<file path="config.mk">
export PLATFORM = sky130hd
export DESIGN_NAME = bik_cubic_lane
export DESIGN_NICKNAME = d
export VERILOG_FILES = /design/src/bik_pkg.sv /design/src/bik_cubic_lane.sv
export SDC_FILE = /design/constraint.sdc
export NUM_CORES = 2
export LEC_CHECK = 0
export ABC_AREA = 1
export BUFFER_PORTS_ARGS = -buffer_cell sky130_fd_sc_hd__buf_2
export CAP_MARGIN = 20
export CORE_MARGIN = 1.5
export CORE_UTILIZATION = 45
export DETAILED_ROUTE_END_ITERATION = 16
export PLACE_DENSITY = 0.66
export REMOVE_ABC_BUFFERS = 1
export SKIP_LAST_GASP = 1
export SLEW_MARGIN = 20
export SYNTH_ARGS = -nofsm -noshare
export SYNTH_HDL_FRONTEND = slang
export SYNTH_SLANG_ARGS = --single-unit
</file>
<file path="constraint.sdc">
create_clock -name clk -period 7.6 [get_ports clk]
set_input_delay 1.14 -clock clk [delete_from_list [all_inputs] [get_ports clk]]
set_output_delay 1.14 -clock clk [all_outputs]
set_load 0.005 [all_outputs]
</file>
<file path="src/bik_pkg.sv">
// ----------------------------------------------------------------------------
// Bicubic kernel package
// Shared widths, defaults and pipeline constants for the bicubic kernel.
// ----------------------------------------------------------------------------
package bik_pkg;

  localparam int COLUMN_BITS      = 32;
  localparam int FRAC_FIELD_BITS  = 8;
  localparam int PIXEL_BITS       = 8;
  localparam int PIXEL_MAX        = 255;

  localparam int SAMPLE_BITS_DEF  = 8;
  localparam int FRAC_BITS_DEF    = 8;
  localparam int SAMPLE_BITS_MAX  = 16;
  localparam int FRAC_BITS_MAX    = 16;

  localparam int POINTS           = 4;
  localparam int LANES            = 4;
  localparam int LANE_STAGES      = 4;
  localparam int LANE_GROW        = 5;
  localparam int LANE_OUT_GROW    = 4;

  localparam int COLUMN_EXT_BITS  = POINTS * SAMPLE_BITS_MAX;
  localparam int FRAC_EXT_BITS    = FRAC_FIELD_BITS + FRAC_BITS_MAX;

endpackage

</file>
<file path="src/bik_cubic_lane.sv">
// ----------------------------------------------------------------------------
// Bicubic kernel cubic lane
// Four-stage Catmull-Rom evaluator in Horner form: the first stage forms the
// coefficients and each of the next three holds one multiply. Every
// fixed-point step rounds toward minus infinity.
// ----------------------------------------------------------------------------
module bik_cubic_lane #(
  parameter int PW        = 17,
  parameter int FRAC_BITS = bik_pkg::FRAC_BITS_DEF
) (
  input  logic                                    clk,
  input  logic                                    en,
  input  logic [FRAC_BITS-1:0]                    t,
  input  logic signed [PW-1:0]                    p [bik_pkg::POINTS],
  output logic signed [PW+bik_pkg::LANE_OUT_GROW-1:0] f
);
  import bik_pkg::*;

  localparam int IW = PW + LANE_GROW;
  localparam int OW = PW + LANE_OUT_GROW;
  localparam int MW = IW + FRAC_BITS + 1;

  logic signed [IW-1:0] xp [POINTS];
  logic signed [IW-1:0] diff12;
  logic signed [IW-1:0] a_nxt, b_nxt, c_nxt;
  logic signed [MW-1:0] mul_u, mul_v, mul_w;
  logic signed [IW-1:0] sum_v, sum_w;

  logic signed [IW-1:0]   a1_r, b1_r, c1_r;
  logic signed [PW-1:0]   p1_1_r, p1_2_r, p1_3_r, p1_4_r;
  logic [FRAC_BITS-1:0]   t1_r, t2_r, t3_r;
  logic signed [IW-1:0]   a2_r, b2_r, u2_r;
  logic signed [IW-1:0]   a3_r, v3_r;
  logic signed [IW-1:0]   w4_r;

  always_comb begin
    for (int i = 0; i < POINTS; i++) begin
      xp[i] = {{LANE_GROW{p[i][PW-1]}}, p[i]};
    end
    diff12 = xp[1] - xp[2];
    a_nxt  = xp[2] - xp[0];
    b_nxt  = (xp[0] <<< 1) - (xp[1] <<< 2) - xp[1] + (xp[2] <<< 2) - xp[3];
    c_nxt  = (diff12 <<< 1) + diff12 + xp[3] - xp[0];
  end

  assign mul_u = c1_r * $signed({1'b0, t1_r});
  assign sum_v = b2_r + u2_r;
  assign mul_v = sum_v * $signed({1'b0, t2_r});
  assign sum_w = a3_r + v3_r;
  assign mul_w = sum_w * $signed({1'b0, t3_r});

  always_ff @(posedge clk) begin
    if (en) begin
      a1_r   <= a_nxt;
      b1_r   <= b_nxt;
      c1_r   <= c_nxt;
      p1_1_r <= p[1];
      t1_r   <= t;

      a2_r   <= a1_r;
      b2_r   <= b1_r;
      u2_r   <= mul_u[FRAC_BITS +: IW];
      p1_2_r <= p1_1_r;
      t2_r   <= t1_r;

      a3_r   <= a2_r;
      v3_r   <= mul_v[FRAC_BITS +: IW];
      p1_3_r <= p1_2_r;
      t3_r   <= t2_r;

      w4_r   <= mul_w[FRAC_BITS +: IW];
      p1_4_r <= p1_3_r;
    end
  end

  assign f = {{LANE_OUT_GROW{p1_4_r[PW-1]}}, p1_4_r} + w4_r[1 +: OW];

endmodule

</file>
# ---- Word-level counts from Yosys, hierarchy flattened
# Index checks and enable logic that the tools add are counted.
dict set report totals {
  register_bits 290
  output_inout_bits 21
  word_cells 31
  inputBits 78
}
dict set report op_classes {
  add_sub_neg 12
  multipliers 3
}
# op n
set op_table {}
lappend op_table {{multiplier 22 x 9 -> 30 bit} 3}
lappend op_table {{adder 22 bit} 2}
lappend op_table {{subtractor 17 x 17 -> 18 bit} 2}
lappend op_table {{adder 21 x 19 -> 22 bit} 1}
lappend op_table {{subtractor 21 x 17 -> 22 bit} 1}
lappend op_table {{subtractor 22 x 17 -> 22 bit} 1}
lappend op_table {{adder 20 x 17 -> 21 bit} 1}
lappend op_table {{adder 21 bit} 1}
lappend op_table {{subtractor 20 x 17 -> 21 bit} 1}
lappend op_table {{adder 19 x 18 -> 20 bit} 1}
lappend op_table {{subtractor 18 x 19 -> 20 bit} 1}

# ---- Logic depth before layout (Yosys ltp)
dict set report logic_depth {
  ltp_word 4
  mapped_depth 31
  ltp_nobuf 31
}

# ---- Worst setup path after synthesis
# Ideal clock, no wire load.
dict set report synth_path {
  kind {reg2reg}
  from {register a3_r[20]}
  to {register w4_r[17], data pin}
  synth_period_minus_slack_ns 5.337
  required_time_ns 7.348
  setup_time_ns 0.252
  path_buffers 0
  setup_slack_ns 2.263
  stages_incl_launch_ff 25
  arrival_time_ns 5.085
  cell_sequence {edfxtp_1 ha_1 inv_1 o21bai_1 nand3_1 nand2_1 a21oi_1 nand3_2 nand2_4 nand3_1 fa_1 xor2_1 ha_1 fa_1 inv_1 fa_1 inv_1 ha_1 a21oi_1 o21ai_0 a21oi_1 a21boi_0 nand2_1 nand2_1 nand2_1}
}
dict set report synth_via {
  elab_chain_cells 2
}
# element line
set synth_rtl {}
lappend synth_rtl {{from (decl)} bik_cubic_lane.sv:33} ;# logic signed [IW-1:0] a3_r, v3_r;
lappend synth_rtl {{from (signal assigned)} bik_cubic_lane.sv:66} ;# a3_r <= a2_r;
lappend synth_rtl {{adder 22 bit} bik_cubic_lane.sv:49} ;# assign sum_w = a3_r + v3_r;
lappend synth_rtl {{multiplier 22 x 9 -> 30 bit} bik_cubic_lane.sv:50} ;# assign mul_w = sum_w * $signed({1'b0, t3_r});
lappend synth_rtl {{named net mul_w[25]} bik_cubic_lane.sv:26} ;# logic signed [MW-1:0] mul_u, mul_v, mul_w;
lappend synth_rtl {{to (signal assigned)} bik_cubic_lane.sv:71} ;# w4_r <= mul_w[FRAC_BITS +: IW];
lappend synth_rtl {{to (decl)} bik_cubic_lane.sv:34} ;# logic signed [IW-1:0] w4_r;
# The timed path passes the listed nets, and every way through them passes these cells.
# A chain may end at the register's enable or synchronous reset.

# ---- Worst setup path in the final report
dict set report layout_path {
  from {register u2_r[0]}
  to {register v3_r[9], data pin}
}
dict set report layout_via {
  elab_chain_cells 2
}
# element line
set layout_rtl {}
lappend layout_rtl {{from (decl)} bik_cubic_lane.sv:32} ;# logic signed [IW-1:0] a2_r, b2_r, u2_r;
lappend layout_rtl {{from (signal assigned)} bik_cubic_lane.sv:62} ;# u2_r <= mul_u[FRAC_BITS +: IW];
lappend layout_rtl {{adder 22 bit} bik_cubic_lane.sv:47} ;# assign sum_v = b2_r + u2_r;
lappend layout_rtl {{multiplier 22 x 9 -> 30 bit} bik_cubic_lane.sv:48} ;# assign mul_v = sum_v * $signed({1'b0, t2_r});
lappend layout_rtl {{named net mul_v[17]} bik_cubic_lane.sv:26}
lappend layout_rtl {{to (signal assigned)} bik_cubic_lane.sv:67} ;# v3_r <= mul_v[FRAC_BITS +: IW];
lappend layout_rtl {{to (decl)} bik_cubic_lane.sv:33}
# The timed path passes the listed nets, and every way through them passes these cells.

==> summary.txt <==
GRT
  • Largest net degree at the start of global routing: 151
  • Grt ovf: 0
  • Antenna violations before repair: 5
  • Total GRT Usage: 0.2457
  • First-pass GRT wire length: 164400 microns
  • Vias in the first global route: 30400

CTS
  • CTS buffer count: 35
  • Worst skew pair latency: 560 ps
  • Root buffer cell: clkbuf_16
  • # resized after CTS: 0
  • CTS tree: done
  • Hold bufs inserted after CTS: 0
  • Largest buffer count on any clock path: 3
  • Setup fix buffers added after clock tree synthesis: 0
  • Clock transition at path regs: approximately 70 ps
  • Clock Sinks: ~280
  • H-tree depth: 2

Synth
  • Synth cell count leaders: inv_1, nand2_1, fa_1
  • Synth top area share: 0.2636
  • Mapped Cells: 4633
  • Count leader, synth: inv_1
  • Dominant cells by area after synthesis: fa_1, edfxtp_1, inv_1
  • Top cell type by total area after synthesis: fa_1
  • Synth warn: 0
  • Post-synth ARST share: 0
  • Netlist Area Pre-Place: 37820 sq um
  • Post-synth EDFFs: between 200 and 300
  • Ys flop type: edfxtp_1
  • Seq/Total Area, Yosys: 0.2200
  • Unique masters post-synth: 50
  • Yosys reg bits: 277
  • Synthesized area per cell: between 8 and 9 sq um

Run
  • Max Cap Viol: 0

Timing
  • Slew @ Worst Pin: about 1100 ps
  • Final Slew Violations: 0
  • Tcrit/Tclk final: 0.8491
  • Setup TNS: 0 ps
  • Count of final hold-check violations: 0
  • Slew HR: 0.2972
  • Tmin final: between 6000 and 7000 ps
  • RSZ-0062 raised after global routing: false
  • Setup violations, final: 0
  • Fmax: 155.0 MHz
  • Worst Skew: around 45 ps

Route
  • Iter 0 DRT Violations: around 1900
  • Wire per inst: between 15 and 20 microns
  • DR vias: between 20000 and 30000
  • Residual DRC count: 0
  • Routed WL: ~100000 microns
  • Antenna-violating nets left: 0
  • Via density: ~5
  • DR pass1 iterations: 7

Final layout
  • Filler cell count: between 8000 and 9000
  • Layout cells sized above 1: 0.04906
  • Non-filler cells, final: 5812
  • Nets@finish: between 5000 and 6000
  • Area delta synth->final: 7.193%
  • Design area: just over 40000 sq um

Worst setup path
  • FF-to-FF Start: u2_r[0]
  • Reg2Reg Depth: 25
  • CP Max Fanout: 6
  • Reg2Reg Setup Slack: approximately 1100 ps
  • R2R Path End: v3_r[9]
  • Setup crit start kind: flip-flop
  • Crit end category: flip-flop
  • Critical path type: reg -> reg
  • WP data required: between 7000 and 8000 ps
  • Worst Path Arrival: ~6700 ps

Placed design
  • Detailed Place HPWL: ~89000 microns
  • Placer Congestion: around 0.94
  • Placed cell area: roughly 40000 sq um
  • Cell total after placement: roughly 5700
  • Port Buf Inserts: 98

Floorplanning
  • Row count: about 110
  • Die ar.: roughly 86000 sq um
  • Chip width: 292.9 microns
  • Effective utilization at floorplan: 0.4533
  • IO Count: about 100
  • CORE AREA: roughly 83000 sq um
  • Chip height: roughly 290 microns

Min path
  • Hold EP: p1_3_r[3]
  • Hold path start: p1_2_r[3]
  • Hold Crit Depth: 0
  • Tightest Hold Check Type: reg -> reg

Outcome
  • Status: complete, no violations
-- worst max-delay path: stages, from the launching register on --
cell and delay [ps]:
edfxtp_1 380, ha_1 260, fa_1 430, nand2_1 120, o21ai_2 100, nand2_1 90, nand2_2 90, a21oi_2 180
xor2_2 360, inv_2 80, nand2_1 90, fa_1 420, inv_1 80, fa_1 460, fa_1 550, inv_1 50
fa_1 470, inv_1 40, ha_1 330, nand2_1 150, nor2_1 200, nand2_1 70, o211ai_1 400, nand2_1 110
nand2_1 150, xor2_1 480
-- placed cells by master, fill, tap and decap left out, drive strengths merged --
cell      synthesis  layout
ha              314     314
o31ai             2       2
o21bai           18      18
nor4              5       5
and2              4       4
clkbuf           67      40
xor2            106     106
or2               9       9
nand3b           15      15
nor2            396     396
buf               5     104
inv            1140    1145
a21boi            6       6
a21o             22      22
fa              498     498
xnor2            34      34
a31oi             6       6
clkinv            2      15
o211ai            3       3
nand2b            1       1
nor3             48      48
edfxtp          277     277
a21oi           227     227
nand2           987     987
diode             0       3
nand4            48      48
o21a             12      12
clkinvlp          0       5
nor3b             1       1
bufinv            0       1
o21ai           126     126
nand3           254     254
-- through the flow --
stage                 util  hold WS (ps)  setup slack [ps]
CTS                 0.4858         369.8              1125
finish              0.4859         378.0              1147
global route        0.4858         392.0             798.5
global placement    0.4726         400.3              1228
detailed placement  0.4726         404.5              1185
floorplan                -         400.3              2255
-- sequential cells by signal, indices dropped and copies added (netlist names) --
name    count
w4_r       21
u2_r       22
a2_r       18
p1_1_r     17
p1_3_r     17
a1_r       18
t1_r        8
b1_r       22
v3_r       22
c1_r       22
a3_r       18
p1_4_r     17
p1_2_r     17
t2_r        8
t3_r        8
b2_r       22
-- kinds of logic after synthesis --
group	after synthesis	synth area share
adder cells (fa/ha/maj)	812	0.3675
XOR/XNOR	140	0.03411
flip-flops	277	0.2200
AO/OA/AOI/OAI	422	0.06171
buffers and inverters	1214	0.1213
AND/OR/NAND/NOR	1768	0.1954
-- layer usage --
layer	wire, microns	global-route usage
met1	43250	0.3115
met2	51370	0.4409
met3	5605	0.02882
met4	2972	0.06799
met5	45	0
-- worst max path at each step --
stage,cells after the start,from,to
2_1_floorplan,24,a3_r[20],w4_r[17]
3_3_place_gp,25,b2_r[0],v3_r[9]
3_5_place_dp,25,u2_r[0],v3_r[9]
4_1_cts,25,u2_r[0],v3_r[9]
5_1_grt,25,b2_r[0],v3_r[9]
6_report,25,u2_r[0],v3_r[9]
-- layout make-up --
type / count / area (sq um) / share of cell area
antenna: 3 / 7.507 / 0.0001852
clock buffer: 40 / 915.9 / 0.02259
clock inverter: 24 / 188.9 / 0.004661
inverter: 1142 / 4287 / 0.1057
multi-input combinational: 3142 / 24910 / 0.6145
sequential: 277 / 8318 / 0.2052
tap: 1080 / 1351 / 0.03334
timing repair buffer: 104 / 558.0 / 0.01377
Power is not shown: default switching activity piles up to over one toggle a cycle in this logic, so the estimate is an artifact.
