**src/bik_pkg.sv**
```systemverilog
// ----------------------------------------------------------------------------
// Bicubic kernel package
// Shared widths, defaults and pipeline constants for the bicubic kernel.
// ----------------------------------------------------------------------------
package bik_pkg;

  localparam int COLUMN_BITS      = 32;
  localparam int FRAC_FIELD_BITS  = 8;
  localparam int PIXEL_BITS       = 8;
  localparam int PIXEL_MAX        = 255;

  localparam int SAMPLE_BITS_DEF  = 8;
  localparam int FRAC_BITS_DEF    = 8;
  localparam int SAMPLE_BITS_MAX  = 16;
  localparam int FRAC_BITS_MAX    = 16;

  localparam int POINTS           = 4;
  localparam int LANES            = 4;
  localparam int LANE_STAGES      = 4;
  localparam int LANE_GROW        = 5;
  localparam int LANE_OUT_GROW    = 4;

  localparam int COLUMN_EXT_BITS  = POINTS * SAMPLE_BITS_MAX;
  localparam int FRAC_EXT_BITS    = FRAC_FIELD_BITS + FRAC_BITS_MAX;

endpackage

```
**src/bik_cubic_lane.sv**
```systemverilog
// ----------------------------------------------------------------------------
// Bicubic kernel cubic lane
// Four-stage Catmull-Rom evaluator in Horner form: the first stage forms the
// coefficients and each of the next three holds one multiply. Every
// fixed-point step rounds toward minus infinity.
// ----------------------------------------------------------------------------
module bik_cubic_lane #(
  parameter int PW        = 17,
  parameter int FRAC_BITS = bik_pkg::FRAC_BITS_DEF
) (
  input  logic                                    clk,
  input  logic                                    en,
  input  logic [FRAC_BITS-1:0]                    t,
  input  logic signed [PW-1:0]                    p [bik_pkg::POINTS],
  output logic signed [PW+bik_pkg::LANE_OUT_GROW-1:0] f
);
  import bik_pkg::*;

  localparam int IW = PW + LANE_GROW;
  localparam int OW = PW + LANE_OUT_GROW;
  localparam int MW = IW + FRAC_BITS + 1;

  logic signed [IW-1:0] xp [POINTS];
  logic signed [IW-1:0] diff12;
  logic signed [IW-1:0] a_nxt, b_nxt, c_nxt;
  logic signed [MW-1:0] mul_u, mul_v, mul_w;
  logic signed [IW-1:0] sum_v, sum_w;

  logic signed [IW-1:0]   a1_r, b1_r, c1_r;
  logic signed [PW-1:0]   p1_1_r, p1_2_r, p1_3_r, p1_4_r;
  logic [FRAC_BITS-1:0]   t1_r, t2_r, t3_r;
  logic signed [IW-1:0]   a2_r, b2_r, u2_r;
  logic signed [IW-1:0]   a3_r, v3_r;
  logic signed [IW-1:0]   w4_r;

  always_comb begin
    for (int i = 0; i < POINTS; i++) begin
      xp[i] = {{LANE_GROW{p[i][PW-1]}}, p[i]};
    end
    diff12 = xp[1] - xp[2];
    a_nxt  = xp[2] - xp[0];
    b_nxt  = (xp[0] <<< 1) - (xp[1] <<< 2) - xp[1] + (xp[2] <<< 2) - xp[3];
    c_nxt  = (diff12 <<< 1) + diff12 + xp[3] - xp[0];
  end

  assign mul_u = c1_r * $signed({1'b0, t1_r});
  assign sum_v = b2_r + u2_r;
  assign mul_v = sum_v * $signed({1'b0, t2_r});
  assign sum_w = a3_r + v3_r;
  assign mul_w = sum_w * $signed({1'b0, t3_r});

  always_ff @(posedge clk) begin
    if (en) begin
      a1_r   <= a_nxt;
      b1_r   <= b_nxt;
      c1_r   <= c_nxt;
      p1_1_r <= p[1];
      t1_r   <= t;

      a2_r   <= a1_r;
      b2_r   <= b1_r;
      u2_r   <= mul_u[FRAC_BITS +: IW];
      p1_2_r <= p1_1_r;
      t2_r   <= t1_r;

      a3_r   <= a2_r;
      v3_r   <= mul_v[FRAC_BITS +: IW];
      p1_3_r <= p1_2_r;
      t3_r   <= t2_r;

      w4_r   <= mul_w[FRAC_BITS +: IW];
      p1_4_r <= p1_3_r;
    end
  end

  assign f = {{LANE_OUT_GROW{p1_4_r[PW-1]}}, p1_4_r} + w4_r[1 +: OW];

endmodule

```
**src/bik_merge.sv**
```systemverilog
// ----------------------------------------------------------------------------
// Bicubic kernel merge stage
// Interpolates the four column results along x and clamps the final value
// to the pixel range.
// ----------------------------------------------------------------------------
module bik_merge #(
  parameter int SAMPLE_BITS = bik_pkg::SAMPLE_BITS_DEF,
  parameter int FRAC_BITS   = bik_pkg::FRAC_BITS_DEF
) (
  input  logic                                          clk,
  input  logic                                          en,
  input  logic [FRAC_BITS-1:0]                          tx,
  input  logic signed [SAMPLE_BITS+FRAC_BITS+bik_pkg::LANE_OUT_GROW:0]
                                                        col [bik_pkg::LANES],
  output logic [bik_pkg::PIXEL_BITS-1:0]                pixel
);
  import bik_pkg::*;

  localparam int PWX = SAMPLE_BITS + FRAC_BITS + LANE_OUT_GROW + 1;
  localparam int OWX = PWX + LANE_OUT_GROW;
  localparam int HW  = OWX - FRAC_BITS;

  logic signed [OWX-1:0] val;
  logic [HW-1:0]         whole;

  bik_cubic_lane #(
    .PW        (PWX),
    .FRAC_BITS (FRAC_BITS)
  ) u_lane_x (
    .clk (clk),
    .en  (en),
    .t   (tx),
    .p   (col),
    .f   (val)
  );

  assign whole = val[OWX-1:FRAC_BITS];

  always_comb begin
    if (val[OWX-1]) begin
      pixel = '0;
    end else if (whole > HW'(PIXEL_MAX)) begin
      pixel = PIXEL_BITS'(PIXEL_MAX);
    end else begin
      pixel = whole[PIXEL_BITS-1:0];
    end
  end

endmodule

```
**config.mk**
```make
export PLATFORM = sky130hd
export DESIGN_NAME = bik_merge
export DESIGN_NICKNAME = d
export VERILOG_FILES = /design/src/bik_pkg.sv /design/src/bik_cubic_lane.sv /design/src/bik_merge.sv
export SDC_FILE = /design/constraint.sdc
export NUM_CORES = 2
export LEC_CHECK = 0
export ABC_AREA = 0
export BUFFER_PORTS_ARGS = -buffer_cell sky130_fd_sc_hd__buf_4
export CORE_AREA = 5 5 351 353
export DETAILED_ROUTE_END_ITERATION = 10
export DIE_AREA = 0 0 356 358
export PLACE_DENSITY_LB_ADDON = 0.3
export SYNTH_ARGS = -nofsm -noshare
export SYNTH_HDL_FRONTEND = slang
export SYNTH_SLANG_ARGS = --single-unit
export TNS_END_PERCENT = 1
```
**constraint.sdc**
```tcl
create_clock -name clk -period 6.9 [get_ports clk]
set_input_delay 0.345 -clock clk [delete_from_list [all_inputs] [get_ports clk]]
set_output_delay 0.345 -clock clk [all_outputs]
set_load 0.005 [all_outputs]
```
Word level (Yosys, flattened, before mapping). Index checks and enable logic that the tools add are counted.

Word-level logic and storage cells: 34. Output and inout port bits: 8. Bits of input ports: 94. Register bits: 342.

Order comparisons: 1. Mux-type cells: 2. $mul: 3. Add/subtract/negate cells: 12.

Operators by type and width (count): $mul 26x9->34 (3); $add 26x26->26 (3); $sub 26x21->26 (2); $sub 21x21->22 (2); $add 26x21->26 (1); $add 26x23->26 (1); $add 25x25->25 (1); $sub 24x21->25 (1); $sub 22x23->24 (1); $gt 17x8->1 const B (1); $mux 8 (2).

Depth between registers and ports, before layout.
Depth in word-level cells: 4. Mapped depth: 31. Mapped depth without buffers: 31.

Hierarchy. Synthesis repeated with hierarchy kept, for this count alone.

Cells, all modules: 4041. Area total of the unflattened synthesis: 40860.4 µm².

By module, submodules not included: bik_cubic_lane (times used 1, sequential area each 9879.5 µm², cells each 4022, area an instance 40751.6 µm²); bik_merge (times used 1, sequential area each 0.0 µm², cells each 19, area an instance 108.9 µm²).

Least setup slack after synthesis. Ideal clock, no wire load.

Kind: register to register. Start point: reg u_lane_x.u2_r[0]. End point: reg u_lane_x.v3_r[25], data pin. Arrival: 6.674 ns. Path slack: -0.034 ns. Stages on the path, launching flop included: 31. Period minus slack after synthesis: 6.934 ns. Data required time: 6.640 ns. Buffers on the path: 0. Setup time: 0.260 ns. Path through: edfxtp_1 > ha_1 > fa_1 > a21o_1 > a21oi_1 > o21ai_0 > a21oi_1 > o31ai_1 > nand2_1 > a21oi_2 > o31a_1 > a21oi_1 > nand2_1 > fa_1 > inv_1 > fa_1 > fa_1 > inv_1 > fa_1 > inv_1 > ha_1 > and3_1 > nand3_1 > nor2_1 > a21o_1 > a211oi_1 > a21oi_1 > o2111ai_1 > nand2_1 > o41a_1 > xnor2_1.

Cells in the longest elaborated chain, start to end: 2.

RTL lines: start: declaration (line bik_cubic_lane.sv:32) `logic signed [IW-1:0] a2_r, b2_r, u2_r;`; start signal: assignment (line bik_cubic_lane.sv:62) `u2_r <= mul_u[FRAC_BITS +: IW];`; $add 26x26->26 (line bik_cubic_lane.sv:47) `assign sum_v = b2_r + u2_r;`; $mul 26x9->34 (line bik_cubic_lane.sv:48) `assign mul_v = sum_v * $signed({1'b0, t2_r});`; named net u_lane_x.mul_v[33] (line bik_cubic_lane.sv:26) `logic signed [MW-1:0] mul_u, mul_v, mul_w;`; end signal: assignment (line bik_cubic_lane.sv:67) `v3_r <= mul_v[FRAC_BITS +: IW];`; end: declaration (line bik_cubic_lane.sv:33) `logic signed [IW-1:0] a3_r, v3_r;`.

The timed path passes the listed nets, and every way through them passes these cells. A chain may end at the register's enable or synchronous reset.

Worst setup path in the final report.
Start point: reg u_lane_x.u2_r[1]. End point: reg u_lane_x.v3_r[25], data pin.

The elaborated chain is that of the path after synthesis.

==> impl_metrics.yaml <==
worst_setup_path:
  reg2reg_slack_ns: 0.07
  startpoint: "u_lane_x.u2_r[1]$_DFFE_PP_"
  crit_family: "adder cells"
  r2r_end: "u_lane_x.v3_r[25]$_DFFE_PP_"
  cpPeakStageDelay_ns: 0.55
  path_class: "flop to flop"
  cp_num_buf_inv: 7
  cp_max_fo: 14
  r2r_start: "u_lane_x.u2_r[1]$_DFFE_PP_"
  worstPathRequired_ns: 7.21
  reg2reg_depth: 29
  slowest_stage: "fa_1"
  crit_path_end_kind: "flop"
  cp-endpoint: "u_lane_x.v3_r[25]$_DFFE_PP_"
  worstPathArrival_ns: 7.14
  critical_path_depth: 29
  critPathLaunchType: "flop"
timing:
  relSlewSlack: 0.208
  tns_ns: 0
  hold_viol_final: 0
  fin_skew_ns: 0.0159
  finalCritPeriodShare: 0.989
  max_slew.worst_pin.slew_ns: 1.19
  fin_crit_ns: 6.83
  rsz0062_at_grt: "true"
  setup_viol: 0
  slew_violations: 0
  max_freq_mhz: 146
cts:
  clock-sinks: 329
  clkLatencyLatePin_ns: 0.58
  root_buffer: "clkbuf_16"
  cts_tree: "yes"
  clock_path_buffers: 3
  clk_pin_slew_worst_paths_ns: 0.06
  cts_buffers: 38
  htreeDepth: 2
synth:
  netlist_instances: 4217
  yosysSeqAreaShare: 0.238
  syn-mean-instance-area_sq_um: 9.84
  async_reset_ff_frac: 0
  ys_types: 81
  ys_ff_latch: 329
  synth_top_flop_cell: "edfxtp_1"
  netlist_area_sq_um: 41500
  synth_fp_nets: 5266
  synth_warnings: 0
  synth_edf_count: 329
layout:
  seq_area_sq_um: 9880
  finalNetCount: 5591
  synthToLayoutAreaGrowth_pct: 16.1
  final_common_cell: "inv_1"
  n_fill_cell: 11900
  drive_above_1_share: 0.127
  multi_input_area_sq_um: 28700
  final_cell_mix: "inv_1 (853), fa_1 (565), nand2_1 (380)"
grt:
  grt_max_degree: 117
  gr-total-overflow: 0
  grt_pass1_wl_mm: 167
  grt_use_total: 0.163
  antenna_found_initial: 11
  grt_pass1_vias: 31000
drt:
  wl_per_cell_um: 16.6
  vias: 29600
  drt-pass1-iter-count: 6
  drc: 0
  drtIter0Drc: 1436
  via_per_inst: 4.79
  ant_nets: 0
  routed_wl_mm: 103
floorplanning:
  ioPinCount: 102
  core.rowCount: 127
  core_area_sq_um: 119000
  die_w_um: 356
  start_util: 0.347
  die-area_sq_um: 127000
  die_h_um: 358
flow_run:
  cap_violations: 0
placement:
  hpwlAfterDp_mm: 84.7
  place_congestion: 0.889
  port_buffers: 101
outcome:
  status: "complete, no violations"
min_path:
  hold_class: "input pin to flop"
synth_stat cells, types with 11 or more instances:
master | count | area, sq um
o21ai_1 | 24 | 120
nand3_1 | 59 | 295
xor2_1 | 66 | 578
o31ai_1 | 11 | 82.6
and3_1 | 23 | 144
edfxtp_1 | 329 | 9880
and2_1 | 321 | 2010
nand2_1 | 387 | 1450
fa_1 | 571 | 11400
ha_1 | 384 | 4800
clkbuf_1 | 91 | 342
nor3b_1 | 14 | 105
a211oi_1 | 23 | 173
a31oi_1 | 29 | 181
o21bai_1 | 21 | 158
a21oi_1 | 161 | 806
a21o_1 | 82 | 616
inv_1 | 859 | 3220
nor2_1 | 167 | 627
nor3_1 | 68 | 340
nand2b_1 | 31 | 194
nor2b_1 | 34 | 213
nand4_1 | 26 | 163
o21ai_0 | 55 | 275
xnor2_1 | 160 | 1400
o21a_1 | 42 | 315
worst min path at each step:
stage	from	to	slack (ns)	cells past startpoint
3_5_place_dp	u_lane_x.a1_r[5]$_DFFE_PP_	u_lane_x.a2_r[5]$_DFFE_PP_	0.40	0
4_1_cts	col[50]	u_lane_x.p1_1_r[8]$_DFFE_PP_	0.0004	1
2_1_floorplan	u_lane_x.a1_r[0]$_DFFE_PP_	u_lane_x.a2_r[0]$_DFFE_PP_	0.40	0
5_1_grt	col[55]	u_lane_x.p1_1_r[13]$_DFFE_PP_	0.002	1
3_3_place_gp	u_lane_x.p1_3_r[13]$_DFFE_PP_	u_lane_x.p1_4_r[13]$_DFFE_PP_	0.40	0
6_report	tx[0]	u_lane_x.t1_r[0]$_DFFE_PP_	0.03	1
flip-flops by register name, summed over array words and instances (netlist names):
register         cells
u_lane_x.a1_r       22
u_lane_x.a2_r       22
u_lane_x.a3_r       22
u_lane_x.b1_r       26
u_lane_x.b2_r       26
u_lane_x.c1_r       26
u_lane_x.p1_1_r     21
u_lane_x.p1_2_r     21
u_lane_x.p1_3_r     21
u_lane_x.p1_4_r     21
u_lane_x.t1_r        8
u_lane_x.t2_r        8
u_lane_x.t3_r        8
u_lane_x.u2_r       26
u_lane_x.v3_r       26
u_lane_x.w4_r       25
logic make-up after synthesis:
family,after synthesis,share of synthesized area
buffers and inverters,959,0.0869
DFF,329,0.238
and+or+nand+nor,1202,0.147
adders and majority gates,955,0.391
AOI/OAI and AO/OA,543,0.0875
muxes,3,0.000724
xor gates and xnor gates,226,0.0477
per-layer routing:
| layer | share of wire | track usage | wire length (um) |
|---|---|---|---|
| met3 | 0.043 | 0.0222 | 4480 |
| met5 | 0 | 0 | 0 |
| met2 | 0.47 | 0.272 | 48300 |
| met1 | 0.46 | 0.226 | 47900 |
| met4 | 0.023 | 0.0407 | 2350 |
layout make-up:
class / instances / area share
multi-input cells: 2929 / 0.597
flip-flops and latches: 329 / 0.205
inverters: 861 / 0.0671
repair buffers: 383 / 0.0622
well taps: 1612 / 0.0419
clock buffers: 40 / 0.0199
clock inverters: 30 / 0.00665
diodes: 3 / 0.000156
repair_timing:
item / in CTS / in global routing
cloned: 0 / 0
hold buffers: 19 / 0
pin swaps: 27 / 123
hold endpoints to repair: 19 / 0
resized for setup: 26 / 115
endpoints found under the setup margin: 16 / 31
buffers inserted: 8 / 16
through the flow:
stage	hold slack, ns	std cells	util	setup WS, ns	cell area [sq um]
4_1_cts	0.000358	6168	0.396	-0.0310	47400
2_1_floorplan	0.400	4217	-	0.0726	41500
6_report	0.0316	6187	0.403	0.0727	48100
3_3_place_gp	0.401	6071	0.383	-0.266	45700
3_5_place_dp	0.405	6071	0.383	-0.339	45700
5_1_grt	0.00234	6184	0.403	-0.255	48100
Power is not shown: default switching activity piles up to over one toggle a cycle in this logic, so the estimate is an artifact.
